<file path="src/hdl/assert_macros.svh">
// Concurrent assertion helpers shared by the header locator RTL.
`ifndef ASSERT_MACROS_SVH
`define ASSERT_MACROS_SVH
`ifndef SYNTHESIS
`define IMHL_ASSERT(lbl, clk, rstn, prop) \
  lbl: assert property (@(posedge clk) disable iff (!rstn) prop) \
    else $error("imhl assertion failed");
`define IMHL_ASSERT_RST(lbl, clk, prop) \
  lbl: assert property (@(posedge clk) prop) \
    else $error("imhl reset assertion failed");
`else
`define IMHL_ASSERT(lbl, clk, rstn, prop)
`define IMHL_ASSERT_RST(lbl, clk, prop)
`endif
`endif

</file>
<file path="src/hdl/imhl_pkg.sv">
package imhl_pkg;

  typedef enum logic [2:0] {
    ST_OK         = 3'd0,
    ST_BAD_NH     = 3'd1,
    ST_BAD_GRH    = 3'd2,
    ST_BAD_OPCODE = 3'd3,
    ST_SHORT      = 3'd4,
    ST_TRUNC      = 3'd5
  } status_e;

  typedef logic [6:0] offset_t;

  localparam int unsigned LRH_LEN    = 8;
  localparam int unsigned GRH_LEN    = 40;
  localparam int unsigned BTH_LEN    = 12;
  localparam int unsigned DETH_LEN   = 8;
  localparam int unsigned RDETH_LEN  = 4;
  localparam int unsigned NH_POS     = 1;
  localparam int unsigned GRH_NH_POS = LRH_LEN + 6;
  localparam int unsigned TID_OFS    = 'h8;
  localparam int unsigned TID_LEN    = 8;
  localparam int unsigned ATTR_OFS   = 'h10;
  localparam int unsigned ATTR_LEN   = 2;

  localparam offset_t BTH_POS_LRH = offset_t'(LRH_LEN);
  localparam offset_t BTH_POS_GRH = offset_t'(LRH_LEN + GRH_LEN);
  localparam offset_t RD_EXT      = offset_t'(BTH_LEN + RDETH_LEN + DETH_LEN);
  localparam offset_t UD_EXT      = offset_t'(BTH_LEN + DETH_LEN);

  localparam logic [7:0] GRH_NH_IB = 8'h1b;

  localparam logic [1:0] NH_GRH = 2'd3;
  localparam logic [1:0] NH_BTH = 2'd2;

  localparam logic [2:0] CLS_RD = 3'd2;
  localparam logic [2:0] CLS_UD = 3'd3;

  typedef struct packed {
    logic [7:0] data_byte;
    logic       last_byte;
  } word_t;

  typedef struct packed {
    status_e     status;
    offset_t     mad_offset;
    logic [63:0] transaction_id;
    logic [15:0] attribute_id;
  } result_t;

endpackage

</file>
<file path="src/hdl/imhl_intf.sv">
interface imhl_in_if;
  logic       valid;
  logic       ready;
  logic [7:0] data_byte;
  logic       last_byte;

  modport source (output valid, output data_byte, output last_byte, input ready);
  modport sink (input valid, input data_byte, input last_byte, output ready);
endinterface

interface imhl_out_if;
  logic        valid;
  logic        ready;
  logic [2:0]  status;
  logic [6:0]  mad_offset;
  logic [63:0] transaction_id;
  logic [15:0] attribute_id;

  modport source (
    output valid, output status, output mad_offset, output transaction_id,
    output attribute_id, input ready
  );
  modport sink (
    input valid, input status, input mad_offset, input transaction_id,
    input attribute_id, output ready
  );
endinterface

</file>
<file path="src/hdl/ib_mad_header_locator.sv">
// A last byte passes through the input register; its result then loads the result register.
// Throughput: one byte per cycle, back to back, while the result side keeps up.
// A stalled result holds in the result register; bytes of the next packet keep advancing
// and only its last byte waits in the input register.
// Reset: asynchronous, active low; clears the packet state and both valid flags.
`include "assert_macros.svh"

module ib_mad_header_locator #(
  parameter int unsigned MAX_PACKET_BYTES = 4096
) (
  input logic        clk_i,
  input logic        rst_ni,
  imhl_in_if.sink    in_i,
  imhl_out_if.source out_o
);

  logic              in_valid_q, out_valid_q;
  imhl_pkg::word_t   word_q;
  imhl_pkg::result_t res_q, res_now;
  logic              out_free, advance, load_res;

  assign out_free = !out_valid_q || out_o.ready;
  assign advance  = in_valid_q && (!word_q.last_byte || out_free);
  assign load_res = advance && word_q.last_byte;
  assign in_i.ready = !in_valid_q || advance;

  imhl_parse #(
    .MAX_PACKET_BYTES(MAX_PACKET_BYTES)
  ) u_parse (
    .clk_i   (clk_i),
    .rst_ni  (rst_ni),
    .step_i  (advance),
    .word_i  (word_q),
    .result_o(res_now)
  );

  always_ff @(posedge clk_i or negedge rst_ni) begin
    if (!rst_ni) begin
      in_valid_q  <= 1'b0;
      out_valid_q <= 1'b0;
    end else begin
      if (in_i.ready) begin
        in_valid_q <= in_i.valid;
      end
      if (load_res) begin
        out_valid_q <= 1'b1;
      end else if (out_o.ready) begin
        out_valid_q <= 1'b0;
      end
    end
  end

  always_ff @(posedge clk_i) begin
    if (in_i.valid && in_i.ready) begin
      word_q.data_byte <= in_i.data_byte;
      word_q.last_byte <= in_i.last_byte;
    end
    if (load_res) begin
      res_q <= res_now;
    end
  end

  assign out_o.valid          = out_valid_q;
  assign out_o.status         = res_q.status;
  assign out_o.mad_offset     = res_q.mad_offset;
  assign out_o.transaction_id = res_q.transaction_id;
  assign out_o.attribute_id   = res_q.attribute_id;

  function automatic logic err_fields_clear(imhl_pkg::result_t r);
    return r.status == imhl_pkg::ST_OK
           || (r.mad_offset == '0 && r.transaction_id == '0 && r.attribute_id == '0);
  endfunction

  function automatic logic ok_offset_known(imhl_pkg::result_t r);
    return r.status != imhl_pkg::ST_OK
           || r.mad_offset == imhl_pkg::BTH_POS_LRH + imhl_pkg::UD_EXT
           || r.mad_offset == imhl_pkg::BTH_POS_LRH + imhl_pkg::RD_EXT
           || r.mad_offset == imhl_pkg::BTH_POS_GRH + imhl_pkg::UD_EXT
           || r.mad_offset == imhl_pkg::BTH_POS_GRH + imhl_pkg::RD_EXT;
  endfunction

  `IMHL_ASSERT(a_error_zero_fields, clk_i, rst_ni, out_valid_q |-> err_fields_clear(res_q))
  `IMHL_ASSERT(a_ok_offset_known, clk_i, rst_ni, out_valid_q |-> ok_offset_known(res_q))
  `IMHL_ASSERT(a_result_needs_last, clk_i, rst_ni, $rose(out_valid_q) |-> $past(load_res))
  `IMHL_ASSERT_RST(a_reset_no_result, clk_i, !rst_ni |=> !out_valid_q)

endmodule

</file>
<file path="src/hdl/imhl_parse.sv">
`include "assert_macros.svh"

module imhl_parse #(
  parameter int unsigned MAX_PACKET_BYTES = 4096,
  localparam int unsigned PosWidth = $clog2(MAX_PACKET_BYTES + 1)
) (
  input  logic              clk_i,
  input  logic              rst_ni,
  input  logic              step_i,
  input  imhl_pkg::word_t   word_i,
  output imhl_pkg::result_t result_o
);

  localparam logic [PosWidth-1:0] PosMax = PosWidth'(MAX_PACKET_BYTES);

  logic [PosWidth-1:0] pos_q, count;
  logic                grh_q, grh_d;
  imhl_pkg::offset_t   off_q, off_d, bth_pos, tid_lo, tid_hi, attr_hi;
  imhl_pkg::status_e   err_q, err_d, status;
  logic [63:0]         tid_q, tid_d;
  logic [15:0]         attr_q, attr_d;
  logic                in_range;
  logic [7:0]          b;

  assign b        = word_i.data_byte;
  assign in_range = pos_q < PosMax;
  assign bth_pos  = grh_q ? imhl_pkg::BTH_POS_GRH : imhl_pkg::BTH_POS_LRH;
  assign tid_lo   = off_q + imhl_pkg::offset_t'(imhl_pkg::TID_OFS);
  assign tid_hi   = off_q + imhl_pkg::offset_t'(imhl_pkg::TID_OFS + imhl_pkg::TID_LEN);
  assign attr_hi  = off_q + imhl_pkg::offset_t'(imhl_pkg::ATTR_OFS + imhl_pkg::ATTR_LEN);
  assign count    = in_range ? pos_q + PosWidth'(1) : PosMax;

  always_comb begin
    grh_d  = grh_q;
    off_d  = off_q;
    err_d  = err_q;
    tid_d  = tid_q;
    attr_d = attr_q;
    if (in_range && err_q == imhl_pkg::ST_OK) begin
      if (pos_q == PosWidth'(imhl_pkg::NH_POS)) begin
        case (b[1:0])
          imhl_pkg::NH_GRH: grh_d = 1'b1;
          imhl_pkg::NH_BTH: grh_d = 1'b0;
          default:          err_d = imhl_pkg::ST_BAD_NH;
        endcase
      end else if (grh_q && pos_q == PosWidth'(imhl_pkg::GRH_NH_POS)
                   && b != imhl_pkg::GRH_NH_IB) begin
        err_d = imhl_pkg::ST_BAD_GRH;
      end else if (pos_q == PosWidth'(bth_pos)) begin
        case (b[7:5])
          imhl_pkg::CLS_RD: off_d = bth_pos + imhl_pkg::RD_EXT;
          imhl_pkg::CLS_UD: off_d = bth_pos + imhl_pkg::UD_EXT;
          default:          err_d = imhl_pkg::ST_BAD_OPCODE;
        endcase
      end else if (off_q != '0) begin
        if (pos_q >= PosWidth'(tid_lo) && pos_q < PosWidth'(tid_hi)) begin
          tid_d = {tid_q[55:0], b};
        end else if (pos_q >= PosWidth'(tid_hi) && pos_q < PosWidth'(attr_hi)) begin
          attr_d = {attr_q[7:0], b};
        end
      end
    end
  end

  always_comb begin
    if (err_d != imhl_pkg::ST_OK) begin
      status = err_d;
    end else if (off_d == '0 || PosWidth'(off_d) >= count) begin
      status = imhl_pkg::ST_SHORT;
    end else if (count < PosWidth'(off_d + imhl_pkg::offset_t'(imhl_pkg::ATTR_OFS
                                             + imhl_pkg::ATTR_LEN))) begin
      status = imhl_pkg::ST_TRUNC;
    end else begin
      status = imhl_pkg::ST_OK;
    end
    result_o.status         = status;
    result_o.mad_offset     = '0;
    result_o.transaction_id = '0;
    result_o.attribute_id   = '0;
    if (status == imhl_pkg::ST_OK) begin
      result_o.mad_offset     = off_d;
      result_o.transaction_id = tid_d;
      result_o.attribute_id   = attr_d;
    end
  end

  always_ff @(posedge clk_i or negedge rst_ni) begin
    if (!rst_ni) begin
      pos_q  <= '0;
      grh_q  <= 1'b0;
      off_q  <= '0;
      err_q  <= imhl_pkg::ST_OK;
      tid_q  <= '0;
      attr_q <= '0;
    end else if (step_i) begin
      if (word_i.last_byte) begin
        pos_q  <= '0;
        grh_q  <= 1'b0;
        off_q  <= '0;
        err_q  <= imhl_pkg::ST_OK;
        tid_q  <= '0;
        attr_q <= '0;
      end else begin
        pos_q  <= count;
        grh_q  <= grh_d;
        off_q  <= off_d;
        err_q  <= err_d;
        tid_q  <= tid_d;
        attr_q <= attr_d;
      end
    end
  end

  `IMHL_ASSERT(a_pos_saturates, clk_i, rst_ni, pos_q <= PosMax)
  `IMHL_ASSERT(a_offset_no_error, clk_i, rst_ni, off_q != '0 |-> err_q == imhl_pkg::ST_OK)
  `IMHL_ASSERT(a_far_offset_grh, clk_i, rst_ni, (off_q == 7'd68 || off_q == 7'd72) |-> grh_q)

endmodule

</file>
<file path="src/flat_wrapper.sv">
// flat-port wrapper written by rule: the top's interface ports become plain ports
module ib_mad_header_locator_flat 
#(
  parameter int unsigned MAX_PACKET_BYTES = 4096
)
  (clk_i, rst_ni, in_i_valid, in_i_data_byte, in_i_last_byte, in_i_ready, out_o_valid, out_o_status, out_o_mad_offset, out_o_transaction_id, out_o_attribute_id, out_o_ready);
  imhl_in_if in_i_i ();
  imhl_out_if out_o_i ();
  input logic clk_i;
  input logic rst_ni;
  input wire logic [$bits(in_i_i.valid)-1:0] in_i_valid;
  input wire logic [$bits(in_i_i.data_byte)-1:0] in_i_data_byte;
  input wire logic [$bits(in_i_i.last_byte)-1:0] in_i_last_byte;
  output wire logic [$bits(in_i_i.ready)-1:0] in_i_ready;
  output wire logic [$bits(out_o_i.valid)-1:0] out_o_valid;
  output wire logic [$bits(out_o_i.status)-1:0] out_o_status;
  output wire logic [$bits(out_o_i.mad_offset)-1:0] out_o_mad_offset;
  output wire logic [$bits(out_o_i.transaction_id)-1:0] out_o_transaction_id;
  output wire logic [$bits(out_o_i.attribute_id)-1:0] out_o_attribute_id;
  input wire logic [$bits(out_o_i.ready)-1:0] out_o_ready;
  assign in_i_i.valid = in_i_valid;
  assign in_i_i.data_byte = in_i_data_byte;
  assign in_i_i.last_byte = in_i_last_byte;
  assign in_i_ready = in_i_i.ready;
  assign out_o_valid = out_o_i.valid;
  assign out_o_status = out_o_i.status;
  assign out_o_mad_offset = out_o_i.mad_offset;
  assign out_o_transaction_id = out_o_i.transaction_id;
  assign out_o_attribute_id = out_o_i.attribute_id;
  assign out_o_i.ready = out_o_ready;
  ib_mad_header_locator #(.MAX_PACKET_BYTES(MAX_PACKET_BYTES)) u_core (.clk_i(clk_i), .rst_ni(rst_ni), .in_i(in_i_i), .out_o(out_o_i));
endmodule
</file>
<file path="config.mk">
export PLATFORM = sky130hd
export DESIGN_NAME = ib_mad_header_locator_flat
export DESIGN_NICKNAME = d
export VERILOG_FILES = /design/src/hdl/imhl_pkg.sv /design/src/hdl/imhl_intf.sv /design/src/hdl/ib_mad_header_locator.sv /design/src/hdl/imhl_parse.sv /design/src/flat_wrapper.sv
export VERILOG_INCLUDE_DIRS = /design/src /design/src/hdl
export SDC_FILE = /design/constraint.sdc
export NUM_CORES = 1
export LEC_CHECK = 0
export BUFFER_PORTS_ARGS = -buffer_cell sky130_fd_sc_hd__buf_2
export CORE_UTILIZATION = 60
export DETAILED_ROUTE_END_ITERATION = 8
export GPL_TIMING_DRIVEN = 0
export PLACE_DENSITY = 0.78
export SLEW_MARGIN = 10
export SYNTH_ARGS = -nofsm -noshare
export SYNTH_HDL_FRONTEND = slang
export SYNTH_HIERARCHICAL = 1
export SYNTH_SLANG_ARGS = --single-unit
export TNS_END_PERCENT = 100
</file>
<file path="constraint.sdc">
create_clock -name clk_i -period 7.1 [get_ports clk_i]
set_clock_uncertainty 0.05 [all_clocks]
set_input_delay 1.42 -clock clk_i [delete_from_list [all_inputs] [get_ports clk_i]]
set_output_delay 1.42 -clock clk_i [all_outputs]
set_load 0.005 [all_outputs]
</file>
==> results of run 1 <==
-- Yosys cell counts, types with 3 or more instances --
cell and instances:
nor4_1 5, edfxtp_1 99, and3_1 4, a21o_1 3
a21oi_1 97, xor2_1 9, ha_1 43, a22o_1 84
mux2i_1 7, inv_1 27, xnor2_1 9, o31ai_1 4
o2bb2ai_1 8, nand2b_1 6, o22ai_1 6, nor2_1 31
nor2b_1 8, o21ai_0 11, nor3b_1 3, buf_1 4
nand3_1 14, buf_2 18, dfrtp_1 106, nand2_1 176
clkbuf_1 31, nand4_1 6, or2_2 6, nor3_1 5
-- layout make-up --
| class | instances | area share (%) |
|---|---|---|
| Clock buffer | 30 | 5.47 |
| Inverter | 27 | 0.893 |
| Tap cell | 216 | 2.38 |
| Timing Repair Buffer | 108 | 5.48 |
| Clock inverter | 10 | 1.20 |
| Multi-Input combinational cell | 585 | 32.7 |
| Buffer | 57 | 2.28 |
| Sequential cell | 205 | 49.6 |
-- worst max-delay path, stage by stage (launching register included) --
cell and delay (ps):
dfrtp_1 410, clkbuf_1 320, or4b_1 470, a21oi_1 270
nand4_1 160, clkbuf_1 300, mux2i_1 440, inv_1 130
ha_1 210, inv_1 80, o21ai_0 140, xnor2_1 230
ha_1 260, o21a_1 180, o21ai_0 140, a21oi_1 60
nor3b_1 400, nand4bb_1 180, buf_2 200, buf_4 230
buf_2 240, a21oi_1 80
-- sequential cells by signal (all words and copies together), names as in the netlist, 3 cells and up --
signal / cells
u_core/out_o.attribute_id: 16
u_core/out_o.mad_offset: 7
u_core/out_o.status: 3
u_core/out_o.transaction_id: 64
u_core/u_parse/attr_q: 16
u_core/u_parse/err_q: 3
u_core/u_parse/off_q: 7
u_core/u_parse/pos_q: 13
u_core/u_parse/tid_q: 64
u_core/word_q: 9
-- per-stage QoR --
stage,util [%],instances,TNS (ps)
2_1_floorplan,-,874,0
3_3_place_gp,66.2,1194,-32460
3_5_place_dp,66.9,1198,0
4_1_cts,71.7,1238,0
5_1_grt,71.7,1238,0
6_report,71.7,1238,0
-- power groups by stage --
stage | logic (mW) | registers (mW) | clock network [mW]
finish | 0.165 | 1.30 | 1.17
detailed placement | 0.164 | 1.32 | 0
global route | 0.187 | 1.30 | 1.23
CTS | 0.166 | 1.30 | 1.19
global placement | 0.154 | 1.33 | 0
floorplan | 0.0895 | 1.32 | 0
-- worst min-delay path by stage --
| stage | end | slack (ps) |
|---|---|---|
| after detailed placement | u_core/u_parse/tid_q[62]$_DFFE_PN0P_ | 440 |
| after floorplan | u_core/u_parse/tid_q[56]$_DFFE_PN0P_ | 420 |
| after global routing | u_core/u_parse/attr_q[8]$_DFFE_PN0P_ | 480 |
| after global placement | u_core/u_parse/attr_q[9]$_DFFE_PN0P_ | 440 |
| after CTS | u_core/u_parse/tid_q[59]$_DFFE_PN0P_ | 460 |
| final | u_core/u_parse/tid_q[62]$_DFFE_PN0P_ | 460 |
-- cells by family after synthesis --
kind of cell	share of synthesized area [%]
compound gates	16.9
mux	0.955
buf+inv	3.72
simple gates	13.2
xor+xnor	1.63
flops	58.1
fa+ha+maj	5.55
-- metal layers --
layer,GRT usage [%],wire (µm)
met3,3.47,1140
met1,38.1,9520
met4,10.2,692
met5,0,0
met2,43.6,10600
==> results.json, run 1 <==
{
  "worst_slack_ps": 1640,
  "synth_async_sr_flop_share_pct": 51.7,
  "grt_pass1_vias": 6752,
  "cts_buffers": 22,
  "synth_warnings": 6,
  "dpl_cell_area_um2": 10600,
  "p_leak_nw": 4.70,
  "ir_worst_vdd_mv": 0.181,
  "syn2layout_area_growth_pct": 17.1,
  "synth_nets": 930,
  "track_usage_pct": 27.1,
  "antenna_cells": 0,
  "power_frac_comb_pct": 6.3,
  "final_antenna_net_count": 0,
  "grt_pass1_wl_um": 35000,
  "finalWirelength_um": 21900,
  "vias_per_cell": 5.90,
  "yosys.cell_types.count": 60,
  "place_congestion": 0.912,
  "synth_ff_type": "dfrtp_1",
  "post_cts_buffers": 0,
  "drv_slew": 0,
  "power_frac_seq_pct": 49.3,
  "worst-setup-path-type": "flip-flop to flip-flop",
  "worstPathMaxFanout": 10,
  "max-slew-margin-rel_pct": 47.1,
  "endpoint": "u_core/out_o.transaction_id[39]$_DFFE_PP_",
  "r2r_start": "u_core/u_parse/pos_q[3]$_DFFE_PN0P_",
  "end_kind": "flip-flop",
  "nFillCells": 1116,
  "die_w_um": 129,
  "antenna_found_initial": 0,
  "rsz0062_at_grt": "false",
  "setup.worst_path.start": "u_core/u_parse/pos_q[3]$_DFFE_PN0P_",
  "wl_per_cell_um": 17.7,
  "boundaryPins": 105,
  "reg2reg_depth": 21,
  "rr_endpoint": "u_core/out_o.transaction_id[39]$_DFFE_PP_",
  "start_util_pct": 61.2,
  "die-area_um2": 16700,
  "fin_hold_ws_ps": 461,
  "rrSetupSlack_ps": 1640,
  "clkLatencyLatePin_ps": 500,
  "seq_area_frac_synth_pct": 58.1,
  "worstHoldStart": "u_core/u_parse/tid_q[62]$_DFFE_PN0P_",
  "p_clk_share_pct": 44.4,
  "layout_commonest_cell": "nand2_1",
  "dr.first_iter.drc_count": 651,
  "die_h_um": 129,
  "synth_top_cell_by_area": "edfxtp_1",
  "core_um2": 15800,
  "status": "finished clean",
  "grt_max_degree": 69,
  "clock-sinks": 205,
  "path_clk_slew_ps": 60,
  "syn_inst": 874,
  "min_period_ps": 5460,
  "drc": 0,
  "hold_depth": 1,
  "hpwl_um": 14900,
  "design_area_um2": 11300,
  "synth_area_leaders": "edfxtp_1 31%, dfrtp_1 27%, a22o_1 7.6%, nand2_1 6.8%, ha_1 5.6%",
  "min_period_over_period_pct": 77.0,
  "multi_input_area_um2": 3710,
  "tritoncts": "done",
  "syn_area_um2": 9690,
  "place_ws_ps": 1750,
  "switching_share_pct": 21.7,
  "seq_area_um2": 5630,
  "hold_viol_final": 0,
  "worst_slew_pin_slew_ps": 774,
  "max_freq_mhz": 183,
  "hold_class": "flip-flop to flip-flop",
  "power_mw": 2.63,
  "critPathLaunchType": "flip-flop",
  "drive_above_1_share_pct": 17.7,
  "yosys.area.top_type_share_pct": 30.7,
  "grt_overflow_total": 0,
  "htreeDepth": 1,
  "ys_ff_latch": 205,
  "crit_arrival_ps": 5650,
  "setup_viol": 0,
  "crit_required_ps": 7290,
  "cts_max_path_buffers": 3,
  "io_buffers": 104,
  "pwr_density_cell_nw_per_um2": 232,
  "syn_avg_cell_area_um2": 11.1,
  "cts_resized": 0,
  "final_cell_mix": "176 x nand2_1, 121 x buf_2, 106 x dfrtp_1",
  "synth_edf_count": 99,
  "rows": 46,
  "firstDrtPassIters": 5,
  "cap_violations": 0,
  "route.vias.total": 7303,
  "p_sw_mw": 0.570,
  "cts-root-buf": "clkbuf_16",
  "nets": 1062,
  "ctsHoldBuffers": 0,
  "internal-power_mw": 2.06
}
No activity file was read; power rests on OpenSTA's default activity.
==> run 2: changes to the inputs <==
--- a/config.mk
+++ b/config.mk
@@ -6,11 +6,12 @@
 export SDC_FILE = /design/constraint.sdc
 export NUM_CORES = 1
 export LEC_CHECK = 0
+export ABC_AREA = 1
 export BUFFER_PORTS_ARGS = -buffer_cell sky130_fd_sc_hd__buf_2
-export CORE_UTILIZATION = 60
+export CORE_UTILIZATION = 59
 export DETAILED_ROUTE_END_ITERATION = 8
 export GPL_TIMING_DRIVEN = 0
-export PLACE_DENSITY = 0.78
+export PLACE_DENSITY = 0.77
 export SLEW_MARGIN = 10
 export SYNTH_ARGS = -nofsm -noshare
 export SYNTH_HDL_FRONTEND = slang
==> constraint.sdc (replaced) <==
create_clock -name clk_i -period 5.19 [get_ports clk_i]
set_clock_uncertainty 0.05 [all_clocks]
set_input_delay 1.038 -clock clk_i [delete_from_list [all_inputs] [get_ports clk_i]]
set_output_delay 1.038 -clock clk_i [all_outputs]
set_load 0.005 [all_outputs]
==> run 2 against run 1 <==
Against the previous run: the flow now finishes with violations (design-rule violations); via count increased by 16%; die area up 8.2%; first-iteration DRC count rose by 29%; critical path depth up 3; flip-flop and latch count is the same.
==> results.json, run 2 <==
{
  "wl_per_cell_um": 17.4,
  "clock-sinks": 205,
  "yosys.area.top_type_share_pct": 28.8,
  "max-slew-margin-rel_pct": 54.5,
  "rrSetupSlack_ps": 690,
  "hold_class": "input pin to asynchronous set/reset pin",
  "crit_path_frequent_cell": "nand2_1",
  "met3_usage_pct": 4.08,
  "ctsHoldBuffers": 0,
  "place_inst": 1407,
  "setup_viol": 0,
  "synth_ff_type": "dfrtp_1",
  "synth_async_sr_flop_share_pct": 51.7,
  "route.vias.total": 8437,
  "grt_pass1_wl_um": 40300,
  "seq_area_um2": 5630,
  "boundaryPins": 105,
  "cpPeakStageDelay_ps": 430,
  "synth_common_cells": "174 x nand2_1, 160 x inv_1, 106 x dfrtp_1",
  "grt_max_degree": 78,
  "synth_nets": 1137,
  "synth_top_cell_by_area": "edfxtp_1",
  "cts_buffers": 22,
  "layout.cells.non_filler": 1447,
  "seq_area_frac_synth_pct": 54.5,
  "worst-setup-path-type": "flip-flop to flip-flop",
  "tns_ps": 0,
  "status": "finished with violations",
  "cts_max_path_buffers": 3,
  "syn_area_um2": 10300,
  "cap_violations": 0,
  "cts-root-buf": "clkbuf_16",
  "core_um2": 16800,
  "start_util_pct": 61.4,
  "rr_endpoint": "u_core/out_o.transaction_id[63]$_DFFE_PP_",
  "synth_edf_count": 99,
  "ys_ff_latch": 205,
  "nets": 1267,
  "yosys.cell_types.count": 38,
  "path_cells": "inv_1 > ha_1 > nand2_1 > nor2_1 > nand2_1 > nand3b_4 > nor2_4 > nand2_1 > nand2_1 > ha_1 > inv_1 > o21ai_0 > xor2_1 > ha_1 > o211ai_1 > nand2_1 > nand2_1 > nand3_1 > nor2_1 > nand3_2 > nand3_2 > buf_6 > buf_6 > nor3_2",
  "place_congestion": 0.919,
  "met2_usage_pct": 47.2,
  "clkLatencyLatePin_ps": 510,
  "worst_slew_pin_slew_ps": 683,
  "track_usage_pct": 28.6,
  "hold_viol_final": 0,
  "max_freq_mhz": 222,
  "end_kind": "flip-flop",
  "nFillCells": 1279,
  "drv_slew": 0,
  "layout_commonest_cell": "nand2_1",
  "crit_required_ps": 5390,
  "htreeDepth": 1,
  "finalWirelength_um": 25200,
  "path_clk_slew_ps": 60,
  "critPathLaunchType": "flip-flop",
  "final_cell_mix": "174 x nand2_1, 159 x inv_1, 119 x buf_2",
  "vias_per_cell": 5.83,
  "die-area_um2": 18000,
  "setup.worst_path.start": "u_core/u_parse/pos_q[0]$_DFFE_PN0P_",
  "endpoint": "u_core/out_o.transaction_id[63]$_DFFE_PP_",
  "rsz0062_at_grt": "false",
  "slowest_stage": "dfrtp_1",
  "antenna_found_initial": 0,
  "post-route-util_pct": 70.8,
  "p_leak_nw": 5.43,
  "yosysMostFrequentCell": "nand2_1",
  "dr.first_iter.drc_count": 837,
  "cts_resized": 0,
  "grt_overflow_total": 0,
  "firstDrtPassIters": 7,
  "tritoncts": "done",
  "violations": "design-rule violations",
  "min_period_over_period_pct": 86.8,
  "ir_worst_vdd_mv": 0.315,
  "syn2layout_area_growth_pct": 15.4,
  "synth_warnings": 6,
  "syn_avg_cell_area_um2": 9.55,
  "die_w_um": 134,
  "multi_input_area_um2": 3770,
  "crit_arrival_ps": 4710,
  "synth_area_leaders": "edfxtp_1 29%, dfrtp_1 26%, nand2_1 6.3%, o22ai_1 6.1%, inv_1 5.8%",
  "reg2reg_depth": 24,
  "final_antenna_net_count": 0,
  "path_depth": 24,
  "min_period_ps": 4500,
  "worstPathMaxFanout": 10,
  "grt_pass1_vias": 7957,
  "drc": 1,
  "hpwl_um": 17600,
  "io_buffers": 104,
  "busiest_layer": "met2",
  "pwr_density_cell_nw_per_um2": 364,
  "crit_family": "simple AND/OR/NAND/NOR gates",
  "drive_above_1_share_pct": 17.0,
  "r2r_start": "u_core/u_parse/pos_q[0]$_DFFE_PN0P_",
  "antenna_cells": 0,
  "crit_buf_inv": 4,
  "post_cts_buffers": 0,
  "rows": 47,
  "die_h_um": 134,
  "use_met1_pct": 38.8,
  "syn_inst": 1081,
  "power_mw": 4.34
}
-- run 2: changes by cell type after synthesis, moves of 13 or more --
| cell | delta |
|---|---|
| a21oi_1 | -79 |
| a22o_1 | -84 |
| inv_1 | +133 |
| nand3_1 | +13 |
| nand4_1 | +17 |
| nor2_1 | +18 |
| nor3_1 | +63 |
| nor3_2 | +31 |
| o21ai_0 | +69 |
| o22ai_1 | +94 |
-- run 2: layout make-up --
cell class | instances | area share [%]
buffer | 61 | 2.60
clock buffer | 25 | 4.72
clock inverter | 15 | 1.41
inverter | 163 | 5.16
multi-input combinational | 652 | 31.7
sequential | 205 | 47.2
tap | 220 | 2.31
timing repair buffer | 106 | 4.89
-- run 2: stage by stage --
step	hold slack (ps)	cell area (µm²)	setup slack, ps
after floorplan	463	10300	1670
after global placement	476	11100	878
after detailed placement	482	11200	787
after CTS	353	11900	780
after global routing	359	11900	309
final	353	11900	686
-- run 2: power breakdown --
part           switching [mW]  internal (mW)  leakage, nW
clock                   0.644          0.932        0.347
sequential             0.0283           1.76         2.43
combinational           0.707          0.265         2.65
total                    1.38           2.96         5.43
-- run 2: worst min-delay path by stage --
stage,startpoint,to,slack (ps),cells past startpoint
after floorplan,u_core/u_parse/off_q[0]$_DFFE_PN0P_,u_core/u_parse/off_q[0]$_DFFE_PN0P_,460,2
after global placement,u_core/u_parse/attr_q[9]$_DFFE_PN0P_,u_core/u_parse/attr_q[9]$_DFFE_PN0P_,480,2
after detailed placement,u_core/u_parse/attr_q[13]$_DFFE_PN0P_,u_core/u_parse/attr_q[13]$_DFFE_PN0P_,480,2
after CTS,rst_ni,u_core/u_parse/pos_q[2]$_DFFE_PN0P_,350,1
after global routing,rst_ni,u_core/u_parse/pos_q[2]$_DFFE_PN0P_,360,1
final,rst_ni,u_core/u_parse/pos_q[2]$_DFFE_PN0P_,350,1
-- run 2: cell families (layout without fill, tap and decap cells) --
kind of cell    Yosys count  after routing  synth area share [%]
xor+xnor                 11             11                 0.934
flops                   205            205                  54.5
fa+ha+maj                43             43                  5.21
simple gates            386            386                  18.6
compound gates          212            212                  11.8
buf+inv                 224            370                  8.92
-- run 2: layer usage --
| layer | vias to the layer above | part of all wire (%) |
|---|---|---|
| met5 | - | 0 |
| met4 | 0 | 3.0 |
| met3 | 64 | 6.4 |
| met2 | 343 | 48 |
| met1 | 4043 | 43 |
| li1 | 3987 | - |
==> run 3: changes to the inputs <==
--- a/config.mk
+++ b/config.mk
@@ -8,9 +8,11 @@
 export LEC_CHECK = 0
 export ABC_AREA = 1
 export BUFFER_PORTS_ARGS = -buffer_cell sky130_fd_sc_hd__buf_2
+export CAP_MARGIN = 20
 export CORE_UTILIZATION = 59
 export DETAILED_ROUTE_END_ITERATION = 8
 export GPL_TIMING_DRIVEN = 0
+export MAX_ROUTING_LAYER = met4
 export PLACE_DENSITY = 0.77
 export SLEW_MARGIN = 10
 export SYNTH_ARGS = -nofsm -noshare
==> run 3 against run 2 <==
Against the previous run: the run now ends clean; die area did not move; global-route usage rose by 0.34 points; wire length is 2.8% lower; non-clock buffer count did not move; maximum frequency about the same; critical path depth did not move.
==> results.json, run 3 (same netlist as run 2, synthesis figures left out) <==
{
  "hold_viol_final": 0,
  "wl_per_cell_um": 16.9,
  "worstPathMaxFanout": 10,
  "cts-root-buf": "clkbuf_16",
  "syn2layout_area_growth_pct": 15.2,
  "final_cell_mix": "174 x nand2_1, 159 x inv_1, 119 x buf_2",
  "io_buffers": 104,
  "end_kind": "flip-flop",
  "status": "finished clean",
  "firstDrtPassIters": 6,
  "core_um2": 16800,
  "cts_buffers": 21,
  "p_clk_share_pct": 35.7,
  "cpPeakStageDelay_ps": 430,
  "route.vias.total": 8358,
  "final_antenna_net_count": 0,
  "cts_resized": 0,
  "finalWirelength_um": 24500,
  "worst-setup-path-type": "flip-flop to flip-flop",
  "hold_class": "input pin to asynchronous set/reset pin",
  "hpwl_um": 17400,
  "ctsHoldBuffers": 0,
  "start_util_pct": 61.4,
  "dpl_cell_area_um2": 11200,
  "clkLatencyLatePin_ps": 500,
  "dr.first_iter.drc_count": 872,
  "rsz0062_at_grt": "false",
  "tns_ps": 0,
  "nFillCells": 1297,
  "ir_worst_vdd_mv": 0.249,
  "multi_input_area_um2": 3770,
  "reg2reg_depth": 24,
  "post_cts_buffers": 0,
  "crit_arrival_ps": 4690,
  "worst_slew_pin_slew_ps": 639,
  "grt_max_degree": 77,
  "critPathLaunchType": "flip-flop",
  "place_inst": 1407,
  "min_period_over_period_pct": 86.8,
  "layout.cells.non_filler": 1446,
  "r2r_start": "u_core/u_parse/pos_q[0]$_DFFE_PN0P_",
  "rr_endpoint": "u_core/out_o.transaction_id[63]$_DFFE_PP_",
  "crit_family": "simple AND/OR/NAND/NOR gates",
  "max-slew-margin-rel_pct": 57.4,
  "layout_commonest_cell": "nand2_1",
  "cts_max_path_buffers": 3,
  "htreeDepth": 1,
  "pwr_density_cell_nw_per_um2": 360,
  "power_frac_seq_pct": 41.8,
  "slowest_stage": "dfrtp_1",
  "seq_area_um2": 5630,
  "place_congestion": 0.924,
  "die-area_um2": 18000,
  "crit_path_frequent_cell": "nand2_1",
  "p_sw_mw": 1.35,
  "crit_buf_inv": 4,
  "post-route-util_pct": 70.7,
  "path_clk_slew_ps": 60,
  "drive_above_1_share_pct": 17.2,
  "nets": 1266,
  "vias_per_cell": 5.78,
  "setup_viol": 0,
  "crit_required_ps": 5380,
  "tritoncts": "done",
  "p_leak_nw": 5.42,
  "internal-power_mw": 2.93,
  "drc": 0,
  "max_freq_mhz": 222,
  "track_usage_pct": 28.9,
  "rows": 47,
  "rrSetupSlack_ps": 690,
  "clock-sinks": 205,
  "cap_violations": 0,
  "boundaryPins": 105,
  "design_area_um2": 11900,
  "power_mw": 4.28,
  "die_w_um": 134,
  "antenna_found_initial": 1,
  "path_cells": "inv_1 > ha_1 > nand2_1 > nor2_1 > nand2_1 > nand3b_4 > nor2_4 > nand2_1 > nand2_1 > inv_1 > nor3_1 > o21ai_0 > xor2_1 > ha_1 > a21oi_1 > nand2_1 > nand2_1 > nand3_1 > nor2_1 > nand3_2 > nand3_2 > buf_6 > buf_6 > nor3_2",
  "grt_pass1_vias": 7993,
  "grt_pass1_wl_um": 39700,
  "die_h_um": 134,
  "min_period_ps": 4500,
  "power_frac_comb_pct": 22.6,
  "switching_share_pct": 31.6,
  "drv_slew": 0,
  "grt_overflow_total": 0
}
## run 3: routing by layer
metal / share of wire (%) / global-route usage, % / up-vias
met1: 42 / 37.9 / 3948
met4: 2.7 / 9.30 / 0
met2: 47 / 45.9 / 371
met5: 0 / - / -
li1: - / - / 3987
met3: 7.9 / 5.25 / 52
## run 3: worst register-to-register path: cells and delay by family (launching register included)
kind | cells | cell delay (ps)
buffers and inverters | 4 | 700
AND/OR/NAND/NOR | 15 | 2050
XOR/XNOR | 1 | 190
adder cells (fa/ha/maj) | 2 | 490
AO/OA/AOI/OAI | 2 | 310
flip-flops | 1 | 430
## run 3: power by group through the flow
stage               Sequential [mW]  Clock [mW]  Combinational, mW
finish                         1.79        1.53              0.965
global route                   1.79        1.61               1.04
CTS                            1.79        1.54              0.957
detailed placement             1.82           0              0.948
global placement               1.82           0              0.925
floorplan                      1.82           0              0.672
## run 3: cell type report
cell class                 instances  area share [%]
inverter                         163            5.17
sequential                       205            47.3
antenna                            1          0.0211
clock inverter                    11           0.969
tap                              220            2.32
multi-input combinational        652            31.8
clock buffer                      27            4.95
buffer                            61            2.60
timing repair buffer             106            4.90
## run 3: how the worst max path moves through the flow
stage	start	end	slack [ps]	cells after the start
final	u_core/u_parse/pos_q[0]$_DFFE_PN0P_	u_core/out_o.transaction_id[63]$_DFFE_PP_	690	24
after global routing	u_core/u_parse/pos_q[0]$_DFFE_PN0P_	u_core/out_o.transaction_id[63]$_DFFE_PP_	360	24
after CTS	u_core/u_parse/pos_q[0]$_DFFE_PN0P_	u_core/out_o.transaction_id[63]$_DFFE_PP_	750	24
after detailed placement	u_core/u_parse/pos_q[0]$_DFFE_PN0P_	u_core/out_o.transaction_id[63]$_DFFE_PP_	780	24
after global placement	u_core/u_parse/pos_q[0]$_DFFE_PN0P_	u_core/out_o.transaction_id[63]$_DFFE_PP_	880	24
after floorplan	u_core/u_parse/pos_q[0]$_DFFE_PN0P_	u_core/out_o.transaction_id[41]$_DFFE_PP_	1670	24
## run 3: metrics by stage
step / hold slack, ps / setup slack [ps]
final: 364 / 687
after global routing: 380 / 364
after CTS: 367 / 752
after detailed placement: 484 / 776
after global placement: 476 / 879
after floorplan: 463 / 1670
